==> src/rtl/stq_pkg.sv <==
package stq_pkg;

  localparam int unsigned KEY_W    = 32;
  localparam int unsigned HANDLE_W = 8;
  localparam int unsigned ENTRY_W  = KEY_W + HANDLE_W;

  // Most expiry reports one tick may give
  localparam int unsigned MAX_RESULTS = 16;

  localparam logic [1:0] MODE_ADD    = 2'd0;
  localparam logic [1:0] MODE_DELETE = 2'd1;
  localparam logic [1:0] MODE_ADJUST = 2'd2;
  localparam logic [1:0] MODE_TICK   = 2'd3;

  localparam logic [1:0] ST_OK       = 2'd0;
  localparam logic [1:0] ST_FULL     = 2'd1;
  localparam logic [1:0] ST_NOTFOUND = 2'd2;
  localparam logic [1:0] ST_DUP      = 2'd3;

  localparam logic KIND_STATUS = 1'b0;
  localparam logic KIND_EXPIRY = 1'b1;

endpackage

==> src/rtl/stq_ram.sv <==
module stq_ram #(
  parameter int unsigned WIDTH = 40,
  parameter int unsigned DEPTH = 16,
  localparam int unsigned AW = (DEPTH > 1) ? $clog2(DEPTH) : 1
) (
  input  logic             clk,
  input  logic             we,
  input  logic [AW-1:0]    waddr,
  input  logic [WIDTH-1:0] wdata,
  input  logic [AW-1:0]    raddr,
  output logic [WIDTH-1:0] rdata
);

  logic [WIDTH-1:0] mem [DEPTH];

  always_ff @(posedge clk) begin
    if (we) begin
      mem[waddr] <= wdata;
    end
    rdata <= mem[raddr];
  end

endmodule

==> src/rtl/sorted_timer_queue.sv <==
// Channel   Direction  Handshake             Fields
// command   in         start & !busy         mode, handle, expire_time, current_time
// result    out        valid, one cycle      kind, handle_out, status, last
//
// Entries live in one RAM with registered read; each command scans the list,
// then shifts the touched run, if any, one entry per cycle.
// Reset clears the entry count and the result strobe.
// The receiver cannot stall: each result shows for exactly one cycle.
module sorted_timer_queue #(
  parameter int unsigned DEPTH = 16
) (
  input  logic        clk,
  input  logic        rst,
  input  logic        start,
  output logic        busy,
  input  logic [1:0]  mode,
  input  logic [7:0]  handle,
  input  logic [31:0] expire_time,
  input  logic [31:0] current_time,
  output logic        valid,
  output logic        kind,
  output logic [7:0]  handle_out,
  output logic [1:0]  status,
  output logic        last
);

  localparam int unsigned AW = (DEPTH > 1) ? $clog2(DEPTH) : 1;
  localparam int unsigned CW = $clog2(DEPTH + 1);
  localparam int unsigned EW = stq_pkg::ENTRY_W;
  localparam int unsigned KW = stq_pkg::KEY_W;
  localparam int unsigned HW = stq_pkg::HANDLE_W;

  typedef enum logic [2:0] {
    IDLE, SCAN, SHIFT_UP, SHIFT_DN, WRITE, REPORT
  } state_t;

  state_t state;

  logic [1:0]    mode_r;
  logic [HW-1:0] handle_r;
  logic [KW-1:0] key_r;
  logic [KW-1:0] now_r;
  logic [CW-1:0] count;
  logic [CW-1:0] ptr;
  logic [CW-1:0] lim;
  logic [CW-1:0] off;
  logic          iss;
  logic          rd_pend;
  logic [CW-1:0] rd_idx;
  logic          found;
  logic [CW-1:0] pos;
  logic          ins_set;
  logic [CW-1:0] ins;
  logic          q_set;
  logic [CW-1:0] q;
  logic          mv;
  logic          run;
  logic [CW-1:0] k;
  logic          pend_v;
  logic [HW-1:0] pend_h;
  logic          fin_wr;
  logic [AW-1:0] wa;
  logic [1:0]    st;

  logic          we;
  logic [AW-1:0] waddr;
  logic [EW-1:0] wdata;
  logic [EW-1:0] rd_data;
  logic [KW-1:0] e_key;
  logic [HW-1:0] e_h;
  logic [CW-1:0] dn_idx;
  logic [CW-1:0] up_idx;
  logic [CW-1:0] pos_p1;
  logic [CW-1:0] q_m1;

  assign e_key  = rd_data[EW-1:HW];
  assign e_h    = rd_data[HW-1:0];
  assign dn_idx = rd_idx - off;
  assign up_idx = rd_idx + CW'(1);
  assign pos_p1 = pos + CW'(1);
  assign q_m1   = q - CW'(1);
  assign busy   = (state != IDLE);

  always_comb begin
    we    = 1'b0;
    waddr = wa;
    wdata = {key_r, handle_r};
    case (state)
      SHIFT_DN: begin
        we    = rd_pend;
        waddr = dn_idx[AW-1:0];
        wdata = rd_data;
      end
      SHIFT_UP: begin
        we    = rd_pend;
        waddr = up_idx[AW-1:0];
        wdata = rd_data;
      end
      WRITE: begin
        we = 1'b1;
      end
      default: begin
        we = 1'b0;
      end
    endcase
  end

  stq_ram #(
    .WIDTH(EW),
    .DEPTH(DEPTH)
  ) u_ram (
    .clk  (clk),
    .we   (we),
    .waddr(waddr),
    .wdata(wdata),
    .raddr(ptr[AW-1:0]),
    .rdata(rd_data)
  );

  always_ff @(posedge clk) begin
    if (rst) begin
      state <= IDLE;
      count <= '0;
      valid <= 1'b0;
    end else begin
      valid <= 1'b0;
      case (state)
        IDLE: begin
          if (start) begin
            mode_r   <= mode;
            handle_r <= handle;
            key_r    <= expire_time;
            now_r    <= current_time;
            ptr      <= '0;
            rd_pend  <= 1'b0;
            found    <= 1'b0;
            ins_set  <= 1'b0;
            ins      <= count;
            q_set    <= 1'b0;
            q        <= count;
            mv       <= 1'b0;
            run      <= 1'b1;
            k        <= '0;
            pend_v   <= 1'b0;
            fin_wr   <= 1'b0;
            state    <= SCAN;
          end
        end

        SCAN: begin
          if (ptr < count) begin
            rd_pend <= 1'b1;
            rd_idx  <= ptr;
            ptr     <= ptr + CW'(1);
          end else begin
            rd_pend <= 1'b0;
          end

          if (rd_pend) begin
            if (!found && e_h == handle_r) begin
              found <= 1'b1;
              pos   <= rd_idx;
            end
            if (!ins_set && key_r < e_key) begin
              ins_set <= 1'b1;
              ins     <= rd_idx;
            end
            if (found && rd_idx == pos_p1) begin
              mv <= (key_r >= e_key);
            end
            if (found && rd_idx > pos_p1 && !q_set && key_r < e_key) begin
              q_set <= 1'b1;
              q     <= rd_idx;
            end
            if (mode_r == stq_pkg::MODE_TICK) begin
              if (run && 32'(k) < stq_pkg::MAX_RESULTS && now_r >= e_key) begin
                if (pend_v) begin
                  valid      <= 1'b1;
                  kind       <= stq_pkg::KIND_EXPIRY;
                  handle_out <= pend_h;
                  status     <= stq_pkg::ST_OK;
                  last       <= 1'b0;
                end
                pend_v <= 1'b1;
                pend_h <= e_h;
                k      <= k + CW'(1);
              end else begin
                run <= 1'b0;
              end
            end
          end else if (ptr >= count) begin
            // Scan finished: pick the rewrite for this command
            case (mode_r)
              stq_pkg::MODE_ADD: begin
                if (found) begin
                  st    <= stq_pkg::ST_DUP;
                  state <= REPORT;
                end else if (32'(count) >= DEPTH) begin
                  st    <= stq_pkg::ST_FULL;
                  state <= REPORT;
                end else begin
                  st     <= stq_pkg::ST_OK;
                  count  <= count + CW'(1);
                  wa     <= ins[AW-1:0];
                  fin_wr <= 1'b1;
                  if (ins == count) begin
                    state <= WRITE;
                  end else begin
                    ptr   <= count - CW'(1);
                    lim   <= ins;
                    iss   <= 1'b1;
                    state <= SHIFT_UP;
                  end
                end
              end
              stq_pkg::MODE_DELETE: begin
                if (!found) begin
                  st    <= stq_pkg::ST_NOTFOUND;
                  state <= REPORT;
                end else begin
                  st    <= stq_pkg::ST_OK;
                  count <= count - CW'(1);
                  ptr   <= pos_p1;
                  lim   <= count;
                  off   <= CW'(1);
                  state <= (pos_p1 == count) ? REPORT : SHIFT_DN;
                end
              end
              stq_pkg::MODE_ADJUST: begin
                st     <= found ? stq_pkg::ST_OK : stq_pkg::ST_NOTFOUND;
                fin_wr <= found;
                if (!found) begin
                  state <= REPORT;
                end else if (!mv) begin
                  wa    <= pos[AW-1:0];
                  state <= WRITE;
                end else begin
                  // Slide the run after the entry down, drop it before q
                  wa    <= q_m1[AW-1:0];
                  ptr   <= pos_p1;
                  lim   <= q;
                  off   <= CW'(1);
                  state <= SHIFT_DN;
                end
              end
              default: begin
                if (pend_v) begin
                  valid      <= 1'b1;
                  kind       <= stq_pkg::KIND_EXPIRY;
                  handle_out <= pend_h;
                  status     <= stq_pkg::ST_OK;
                  last       <= 1'b1;
                end
                count <= count - k;
                ptr   <= k;
                lim   <= count;
                off   <= k;
                state <= (k != '0 && k != count) ? SHIFT_DN : IDLE;
              end
            endcase
          end
        end

        SHIFT_DN: begin
          if (ptr < lim) begin
            rd_pend <= 1'b1;
            rd_idx  <= ptr;
            ptr     <= ptr + CW'(1);
          end else begin
            rd_pend <= 1'b0;
            if (!rd_pend) begin
              if (fin_wr) begin
                state <= WRITE;
              end else if (mode_r == stq_pkg::MODE_TICK) begin
                state <= IDLE;
              end else begin
                state <= REPORT;
              end
            end
          end
        end

        SHIFT_UP: begin
          // Walk down from the tail so no entry is overwritten before it is read
          if (iss) begin
            rd_pend <= 1'b1;
            rd_idx  <= ptr;
            if (ptr == lim) begin
              iss <= 1'b0;
            end else begin
              ptr <= ptr - CW'(1);
            end
          end else begin
            rd_pend <= 1'b0;
            if (!rd_pend) begin
              state <= WRITE;
            end
          end
        end

        WRITE: begin
          state <= REPORT;
        end

        REPORT: begin
          valid      <= 1'b1;
          kind       <= stq_pkg::KIND_STATUS;
          handle_out <= handle_r;
          status     <= st;
          last       <= 1'b1;
          state      <= IDLE;
        end

        default: begin
          state <= IDLE;
        end
      endcase
    end
  end

endmodule

==> config.mk <==
export PLATFORM = sky130hd
export DESIGN_NAME = sorted_timer_queue
export DESIGN_NICKNAME = d
export VERILOG_FILES = /design/src/rtl/stq_pkg.sv /design/src/rtl/stq_ram.sv /design/src/rtl/sorted_timer_queue.sv
export SDC_FILE = /design/constraint.sdc
export NUM_CORES = 1
export LEC_CHECK = 0
export BUFFER_PORTS_ARGS = -buffer_cell sky130_fd_sc_hd__buf_2
export CAP_MARGIN = 5
export CORE_AREA = 2 2 298 300
export CTS_CLUSTER_DIAMETER = 40
export DETAILED_ROUTE_END_ITERATION = 12
export DIE_AREA = 0 0 300 302
export REMOVE_ABC_BUFFERS = 1
export SYNTH_ARGS = -nofsm -noshare
export SYNTH_HDL_FRONTEND = slang
export SYNTH_HIERARCHICAL = 1
export SYNTH_SLANG_ARGS = --single-unit
==> constraint.sdc <==
create_clock -name clk -period 15.8 [get_ports clk]
set_input_delay 3.16 -clock clk [delete_from_list [all_inputs] [get_ports clk]]
set_output_delay 3.16 -clock clk [all_outputs]
set_load 0.05 [all_outputs]
# == Word level (Yosys, flattened, before mapping) ==
# Memory sizes are Yosys's and may differ from the RTL's. A register that Yosys moved wholly into a read port is not among the register bits.
# Index checks and enable logic that the tools add are counted.
# op_classes
add_sub_neg,10
n_mul,0
n_div,0
order_cmp,9
n_eq_ne,51
n_shift,0
mux,155
bitwise_logic,4
n_reduce_logical,48
# ops
cell,count
two-way mux 5 bit,33
>= comparator 32 bit,2
"inequality test 2 bit, second input constant",30
case mux 5 bit (3 select lines),4
two-way mux 1 bit,53
two-way mux 3 bit,16
two-way mux 8 bit,6
two-way mux 40 bit,1
AND reduction 5 bit,7
less-than comparator 32 bit,1
AND reduction 8 bit,4
case mux 5 bit (2 select lines),3
two-way mux 4 bit,7
case mux 1 bit (2 select lines),13
AND reduction 6 bit,4
"inequality test 3 bit, second input constant",7
AND reduction 7 bit,3
"adder 5 x 1 -> 5 bit, second input constant",4
== test 5 bit,4
case mux 5 bit (4 select lines),1
two-way mux 2 bit,9
case mux 4 bit (2 select lines),2
case mux 8 bit (2 select lines),1
case mux 3 bit (5 select lines),1
other kinds (35),61
# word_totals
reg_bits,157
latchBits,0
ramBits,640
romBits,0
input_bits,77
memories,1
# memory_table
name,depth,word_bits,read_ports,rd_clocked_by_memory_dff,write_ports,line,source
u_ram.mem,16,40,1,1,1,stq_ram.sv:14,logic [WIDTH-1:0] mem [DEPTH];

# == Logic depth before layout (Yosys ltp) ==
# Gate-level depths: netlist of the first run.
# logic_depth
depth_word,9
ltp_mapped,13

# == Modules after synthesis ==
# The synthesis of the first run kept the hierarchy.
# by_module_without_submodules
mod,instances,cells_per_inst,area_each_um2,seq_area_each_um2
stq_ram,1,1040,25131.6,20019.2
sorted_timer_queue,1,925,9666.8,4624.4

# == Worst setup path after synthesis of the first run ==
# OpenSTA, ideal clock, no wires.
# synth_path
path_kind,register -> register
from,reg state[2]
to,mem u_ram.mem[0][0] (enable)
setup_ps,487
t_arrival_ps,5525
required_ps,15313
path_slack_ps,9789
path_stages_with_launch,14
period_less_slack_ps,6011
path_cell_list,dfxtp_1 > clkbuf_1 > nand2b_1 > clkbuf_1 > o21ai_0 > inv_1 > ha_1 > a21o_1 > a21oi_1 > xor2_1 > xnor2_1 > o21ai_0 > or3b_2 > nor3_1
# synth_rtl
element,line,source
start: declaration,sorted_timer_queue.sv:37,state_t state;
start signal: assignment,sorted_timer_queue.sv:226,state <= (pos_p1 == count) ? REPORT : SHIFT_DN;
start signal: assignment,sorted_timer_queue.sv:258,state <= (k != '0 && k != count) ? SHIFT_DN : IDLE;
== test 3 x 2 -> 1 bit,sorted_timer_queue.sv:88,case (state)
case mux 4 bit (2 select lines) (*),sorted_timer_queue.sv:88,
via waddr[3],sorted_timer_queue.sv:66,logic [AW-1:0] waddr;
end: declaration,stq_ram.sv:14,
# The timed path passes the listed nets; every way through them passes the cells marked *.

# == Worst setup path in the final report of the first run ==
# layout_path
from,reg state[1]
to,mem u_ram.mem[15][30] (enable)
# Same word-level chain as after synthesis.

==> key figures, run 1 <==
Outcome
  • Status: finished clean

Setup path
  • CP Cell Sequence: nand2b_4, o21ai_0, ha_1, inv_1, fa_1, o21ai_0, nand2_1, nor2_4, buf_4
  • Reg-to-reg critical path endpoint: u_ram/mem[15][30]
  • Levels on crit path: 9
  • Crit path buffers/inverters: 2
  • Path type of the worst setup path: reg -> reg
  • Worst EP arrival: around 5.7 ns
  • CP endpoint kind: flip-flop
  • Top cell by count, worst path: sky130_fd_sc_hd__o21ai_0
  • Startpoint of the worst setup timing path: state[1]
  • Depth of the most critical reg-to-reg path: 9
  • Slowest cell delay on critical path: ~1.1 ns
  • Slowest cell on crit path: sky130_fd_sc_hd__nor2_4
  • Highest net fanout along the worst path: between 40 and 50
  • Required @ worst endpoint: 16.14 ns
  • CP endpoint: u_ram/mem[15][30]
  • Reg2Reg Launch Point: state[1]
  • R2R setup slack: ~10 ns
  • Type of element launching the critical path: flip-flop
  • Crit path max-delay family: simple AND/OR/NAND/NOR gates

Route
  • Routed Wire Length: 81,400 µm
  • DR pass1 iterations: 5
  • Vias per inst: around 5.5
  • Met2 wire length: 39,400 µm
  • Met3 WL post-DR: 4340 µm
  • Wl on met1: approximately 36,000 µm
  • Final routed wire length divided by cell count: about 24 µm
  • Remaining routing DRC violations: 0
  • Number of vias in the routed layout: 18,700
  • Uppermost layer routed: met4
  • Antenna-violating nets left: 0
  • Violation count after the first detailed-routing iteration: approximately 1,500

Synth
  • Leading cell types by total area after synthesis: sky130_fd_sc_hd__edfxtp_1 68%, sky130_fd_sc_hd__mux4_2 6.5%, sky130_fd_sc_hd__mux4_1 4.5%
  • Number of warnings printed during yosys synthesis: 6
  • Area share of the largest cell type after synthesis: a little under 70%
  • Post-synth top area cell: sky130_fd_sc_hd__edfxtp_1
  • Primary FF master, synth: sky130_fd_sc_hd__edfxtp_1
  • Post-synthesis register bit count: about 840
  • Syn Inst Count: around 2,000
  • Async set-reset flop share out of synthesis: 0%
  • Most frequent cells after synthesis: 788 x sky130_fd_sc_hd__edfxtp_1, 149 x sky130_fd_sc_hd__nand2_1, 100 x sky130_fd_sc_hd__mux4_2, 99 x sky130_fd_sc_hd__ha_1, 87 x sky130_fd_sc_hd__a22oi_1
  • Synth Cell Area: 34,800 µm²
  • Most common cell in the synthesized netlist: sky130_fd_sc_hd__edfxtp_1
  • Mean post-synth cell area: around 18 µm²
  • Number of flops mapped to enable cells by yosys: between 700 and 800
  • Sequential element share of the synthesized area: 70.8%
  • Number of distinct library cells after synthesis: 74

Floorplanning
  • Area inside the core boundary: 87,600 µm²
  • I/O pins: 91
  • Horizontal die dimension: ~300 µm
  • Floorplan row count: approximately 110
  • Die height: 302 µm
  • Total Die Area: 90,600 µm²
  • Effective utilization at floorplan: about 40%

Power
  • Power density over cell area: roughly 160 nW/µm²
  • PnR Total Power: 0.00666 W
  • Worst IR Drop VDD: 0.000163 V
  • Static Leakage: approximately 14 nW

Run
  • Number of maximum-capacitance constraint violations: 0

Min path
  • Hold/Removal Path Class: reg -> reg

Timing
  • Number of pins with negative max-slew slack in the final report: 0
  • Setup_tns: 0 ns
  • Transition time at the pin with the least slew margin: ~1.3 ns
  • Hold violation total from the final report: 0
  • Number of setup violations in the final report: 0
  • Worst setup skew after layout: approximately 0.042 ns
  • Hold Slack: about 0.48 ns
  • Max-slew headroom: between 10% and 20%
  • Part of the cycle the worst path needs: 34.2%
  • Clock period minus worst slack: roughly 5.4 ns
  • Unrepaired setup endpoints after global routing: false
  • Fmax: 185 MHz

CTS
  • Number of levels in the clock H-tree: 3
  • Post-CTS Setup Inserts: 0
  • Root buffer selected by CTS: sky130_fd_sc_hd__clkbuf_16
  • # hold bufs at CTS: 0
  • Clock buffer count from CTS: between 100 and 150
  • Total clock sinks: around 840
  • Clk buf depth: 3
  • PostCTS Resize Cnt: 0
  • Clock-pin slew on the worst setup and hold paths: 0.05 ns
  • CTS tree: yes
  • Clock latency at the later pin of the worst-skew pair: between 0.6 and 0.7 ns

Placed design
  • RD Place Congestion: 0.899
  • Total half-perimeter wirelength after legalization and detailed placement: between 40,000 and 50,000 µm
  • Port Buf Inserts: 90

Finish
  • Number of nets in the finished design: about 2,300
  • # fillers: 7,428
  • Register cell area after layout: roughly 25,000 µm²
  • Multi-input combinational cell area: approximately 9500 µm²
  • Share of layout cells above drive strength 1: around 22%
  • Post-layout utilization of the core: approximately 46%
  • Synthesis-to-finish area growth: 16.6%

Global routing
  • First-pass GRT wire length: ~120,000 µm
  • Overall overflow remaining after global route: 0
  • Antenna violations before repair: 0
  • Number of global-route vias before repair: a little under 20,000
  • Global Route Usage Sum: 18.0%
  • Pin count of the biggest net entering global routing: around 170
## final cells by class
cell class                 instances  area share (%)
inverter                          77           0.716
clock buffer                     132            7.30
tap                             1165            3.59
multi-input combinational        962            23.3
sequential                       837            60.7
clock inverter                    78            2.02
antenna                            1         0.00617
timing repair buffer             150            2.28
## per-stage QoR
stage	instances	area (µm²)	setup slack [ns]
2_1_floorplan	1876	34300	6.88
6_report	3402	40600	10.40
3_3_place_gp	3191	36800	10.23
4_1_cts	3401	40600	10.41
3_5_place_dp	3191	36800	10.13
5_1_grt	3401	40600	10.03
## state kept, by name (all words and copies together) (netlist names), 8 cells and up
register and count:
u_ram/mem 640, u_ram/rdata 40, key_r 32, now_r 32, handle_out 8, handle_r 8, pend_h 8
## cells in the final DEF (no fill, tap or decap), drive strengths merged, types with 6 or more instances in the layout
cell	instances
inv	87
nor3	26
nand4	10
and2	6
dfxtp	49
a22oi	87
nand2	149
and3	8
nand2b	10
clkinv	43
mux2	12
xor2	22
clkinvlp	16
a31oi	7
ha	99
a21oi	45
o21ai	71
nor2b	12
buf	150
clkbuf	132
nor4	7
xnor2	21
or3	6
edfxtp	788
a211oi	16
o21a	9
mux4	160
bufinv	9
nand3	24
nor2	59
a21o	19
## routing by layer
metal  GRT usage (%)  vias to the layer above
met5               0                        -
met4            5.40                        0
met3            3.12                      140
met2            29.4                      581
met1            25.0                     9712
li1                -                     8305
## worst min-delay path by stage
stage / start / endpoint / depth (start not counted) / slack [ns]
6_report: u_ram/rdata[0] / pend_h[0] / 0 / 0.48
5_1_grt: u_ram/rdata[1] / pend_h[1] / 0 / 0.50
4_1_cts: u_ram/rdata[0] / pend_h[0] / 0 / 0.49
3_5_place_dp: u_ram/rdata[0] / pend_h[0] / 0 / 0.47
3_3_place_gp: u_ram/rdata[0] / pend_h[0] / 0 / 0.46
2_1_floorplan: u_ram/rdata[0] / pend_h[0] / 0 / 0.45
## kinds of logic (layout without fill, tap and decap cells)
group,count (synthesis),in the layout,synth area share [%]
flip-flops,837,837,70.8
AND/OR/NAND/NOR,330,330,4.42
AO/OA/AOI/OAI,314,314,6.15
multiplexers,174,174,11.4
buffers and inverters,166,437,2.40
adder cells (fa/ha/maj),101,101,3.67
XOR/XNOR,43,43,1.08
other,0,1,0
## power breakdown
| part | switching [W] | leakage (nW) | total (W) | internal, W |
|---|---|---|---|---|
| Clock | 0.000976 | 1.80 | 0.00248 | 0.00151 |
| Sequential | 0.0000962 | 7.53 | 0.00279 | 0.00270 |
| Combinational | 0.000868 | 4.63 | 0.00139 | 0.000519 |
No activity file was read; power rests on OpenSTA's default activity.
==> run 2: changes to the inputs <==
==> constraint.sdc (replaced) <==
create_clock -name clk -period 5.61 [get_ports clk]
set_input_delay 1.122 -clock clk [delete_from_list [all_inputs] [get_ports clk]]
set_output_delay 1.122 -clock clk [all_outputs]
set_load 0.05 [all_outputs]
==> key figures, run 2 (same netlist as run 1, synthesis figures left out) <==
Setup path
  • Worst EP arrival: 4.75 ns
  • Depth of the most critical reg-to-reg path: 12
  • Startpoint of the worst setup timing path: state[1]
  • Type of element launching the critical path: flip-flop
  • Path type of the worst setup path: reg -> reg
  • CP endpoint kind: flip-flop
  • Reg-to-reg critical path endpoint: u_ram/mem[9][8]
  • R2R setup slack: 1.21 ns
  • CP endpoint: u_ram/mem[9][8]
  • Highest net fanout along the worst path: 19
  • Reg2Reg Launch Point: state[1]
  • Required @ worst endpoint: ~6.0 ns

Finish
  • Post-layout utilization of the core: a little under half
  • Final Instance Area: slightly above 40,000 µm²
  • Number of nets in the finished design: roughly 2,300
  • Share of layout cells above drive strength 1: 21.8%
  • Flip-flop count of the largest register, all copies and words added: 640
  • Synthesis-to-finish area growth: 16.8%
  • Largest registers: u_ram/mem x640, u_ram/rdata x40
  • # fillers: 7,483
  • Antenna cells: 0
  • Register containing the most flip-flops in the final layout: u_ram/mem
  • Most frequent standard cell in the layout excluding fill and tap cells: sky130_fd_sc_hd__edfxtp_1
  • Leading cell types in the layout, fill and taps excluded: 788 x sky130_fd_sc_hd__edfxtp_1, 149 x sky130_fd_sc_hd__nand2_1, 113 x sky130_fd_sc_hd__clkbuf_16

CTS
  • Total clock sinks: around 840
  • Clk buf depth: 3
  • Post-CTS Setup Inserts: 0
  • Clock latency at the later pin of the worst-skew pair: roughly 0.70 ns
  • Clock buffer count from CTS: 112
  • Root buffer selected by CTS: sky130_fd_sc_hd__clkbuf_16
  • # hold bufs at CTS: 0
  • Clock-pin slew on the worst setup and hold paths: ~0.060 ns
  • PostCTS Resize Cnt: 0
  • Number of levels in the clock H-tree: 3
  • CTS tree: yes

Timing
  • Part of the cycle the worst path needs: between 70% and 80%
  • Number of pins with negative max-slew slack in the final report: 0
  • Hold violation total from the final report: 0
  • Max-slew headroom: 9.96%
  • Transition time at the pin with the least slew margin: between 1 and 1.5 ns
  • Worst setup skew after layout: about 0.037 ns
  • Clock period minus worst slack: about 4.4 ns
  • Fmax: between 200 and 250 MHz
  • Number of setup violations in the final report: 0
  • Unrepaired setup endpoints after global routing: false

Power
  • Gate power share: a little over a fifth
  • Power density over cell area: around 460 nW/µm²
  • Clk pwr share: 37.2%
  • Internal power consumption: between 0.01 and 0.015 W
  • Static Leakage: ~14 nW
  • Worst IR Drop VDD: between 0.0003 and 0.0004 V
  • Sequential Power Share: between 40% and 50%
  • Switch Pwr: 0.00560 W
  • Sw frac: between 20 and 30%

Placed design
  • Post-DP Area: about 37,000 µm²
  • Total half-perimeter wirelength after legalization and detailed placement: 50,100 µm
  • Port Buf Inserts: 90
  • RD Place Congestion: 0.903

Floorplanning
  • Total Die Area: 90,600 µm²
  • Effective utilization at floorplan: 39.7%
  • Horizontal die dimension: around 300 µm
  • Floorplan row count: approximately 110
  • Area inside the core boundary: 87,600 µm²
  • I/O pins: 91
  • Die height: between 300 and 400 µm

Route
  • Violation count after the first detailed-routing iteration: ~1,600
  • Number of vias in the routed layout: 18,800
  • Routed Wire Length: 82,700 µm
  • Remaining routing DRC violations: 0
  • Final routed wire length divided by cell count: between 20 and 25 µm
  • Antenna-violating nets left: 0
  • DR pass1 iterations: 5
  • Vias per inst: 5.53

Global routing
  • Antenna violations before repair: 0
  • Global Route Usage Sum: a little under a fifth
  • Pin count of the biggest net entering global routing: between 150 and 200
  • First-pass GRT wire length: roughly 120,000 µm
  • Overall overflow remaining after global route: 0
  • Number of global-route vias before repair: around 19,000

Min path
  • Hold/Removal Path Class: reg -> reg

Run
  • Number of maximum-capacitance constraint violations: 0

Outcome
  • Status: finished clean
-- run 2: changes by cell type in the layout (fill, tap and decap cells not counted), moves of 3 or more --
| cell | previous run | this run |
|---|---|---|
| sky130_fd_sc_hd__buf_4 | 58 | 50 |
| sky130_fd_sc_hd__clkinv_2 | 11 | 14 |
| sky130_fd_sc_hd__clkinv_4 | 16 | 5 |
| sky130_fd_sc_hd__clkinvlp_4 | 16 | 12 |
| sky130_fd_sc_hd__o21ai_0 | 64 | 58 |
| sky130_fd_sc_hd__buf_12 | 2 | 10 |
| sky130_fd_sc_hd__inv_8 | 3 | 12 |
| sky130_fd_sc_hd__clkinv_1 | 12 | 8 |
| sky130_fd_sc_hd__inv_6 | 10 | 15 |
| sky130_fd_sc_hd__clkbuf_1 | 15 | 19 |
| sky130_fd_sc_hd__o21ai_1 | 7 | 12 |
-- run 2: layout make-up --
class / count / area [µm²] / share of cell area, %
inverters: 77 / 290 / 0.714
multi-input cells: 962 / 9470 / 23.3
clock inverters: 77 / 861 / 2.12
well taps: 1165 / 1460 / 3.59
flip-flops and latches: 837 / 24600 / 60.6
clock buffers: 132 / 2900 / 7.13
repair buffers: 151 / 1030 / 2.54
-- run 2: stage by stage --
step / worst slack, ns / std cells / hold WS, ns / power [W] / TNS [ns]
after global routing: 0.810 / 3401 / 0.488 / 0.0196 / 0
after global placement: 1.28 / 3190 / 0.462 / 0.0118 / 0
after floorplan: -3.31 / 1876 / 0.449 / 0.0107 / -615.36
final: 1.21 / 3401 / 0.477 / 0.0188 / 0
after detailed placement: 1.27 / 3190 / 0.466 / 0.0119 / 0
after CTS: 1.22 / 3399 / 0.478 / 0.0189 / 0
-- run 2: layer usage --
metal / GRT usage [%] / vias to the layer above / share of wire (%)
li1: - / 8322 / -
met5: 0 / - / 0
met1: 25.5 / 9724 / 44
met3: 2.84 / 133 / 5.3
met2: 30.3 / 619 / 49
met4: 4.82 / 0 / 2.1
-- run 2: worst min path at each step --
stage,startpoint,endpoint,cells past startpoint
after floorplan,u_ram/rdata[0],pend_h[0],0
after global placement,u_ram/rdata[6],pend_h[6],0
after detailed placement,u_ram/rdata[6],pend_h[6],0
after CTS,u_ram/rdata[6],pend_h[6],0
after global routing,u_ram/rdata[6],pend_h[6],0
final,u_ram/rdata[6],pend_h[6],0
-- run 2: power by group through the flow --
stage | registers, W | logic, W | clock network, W
2_1_floorplan | 0.00811 | 0.00255 | 0
3_3_place_gp | 0.00797 | 0.00387 | 0
3_5_place_dp | 0.00798 | 0.00393 | 0
4_1_cts | 0.00785 | 0.00396 | 0.00711
5_1_grt | 0.00789 | 0.00432 | 0.00739
6_report | 0.00785 | 0.00395 | 0.00699
-- run 2: worst max-delay path: stages, from the launching register on --
cell and delay [ns]:
sky130_fd_sc_hd__dfxtp_1 0.75, sky130_fd_sc_hd__nand2b_4 0.15, sky130_fd_sc_hd__o21ai_0 0.37, sky130_fd_sc_hd__inv_1 0.09
sky130_fd_sc_hd__ha_1 0.28, sky130_fd_sc_hd__a21o_1 0.18, sky130_fd_sc_hd__a21oi_1 0.16, sky130_fd_sc_hd__xor2_1 0.21
sky130_fd_sc_hd__xnor2_1 0.09, sky130_fd_sc_hd__o21ai_0 0.37, sky130_fd_sc_hd__nand3b_1 0.39, sky130_fd_sc_hd__nor2_4 0.63
sky130_fd_sc_hd__buf_4 0.40
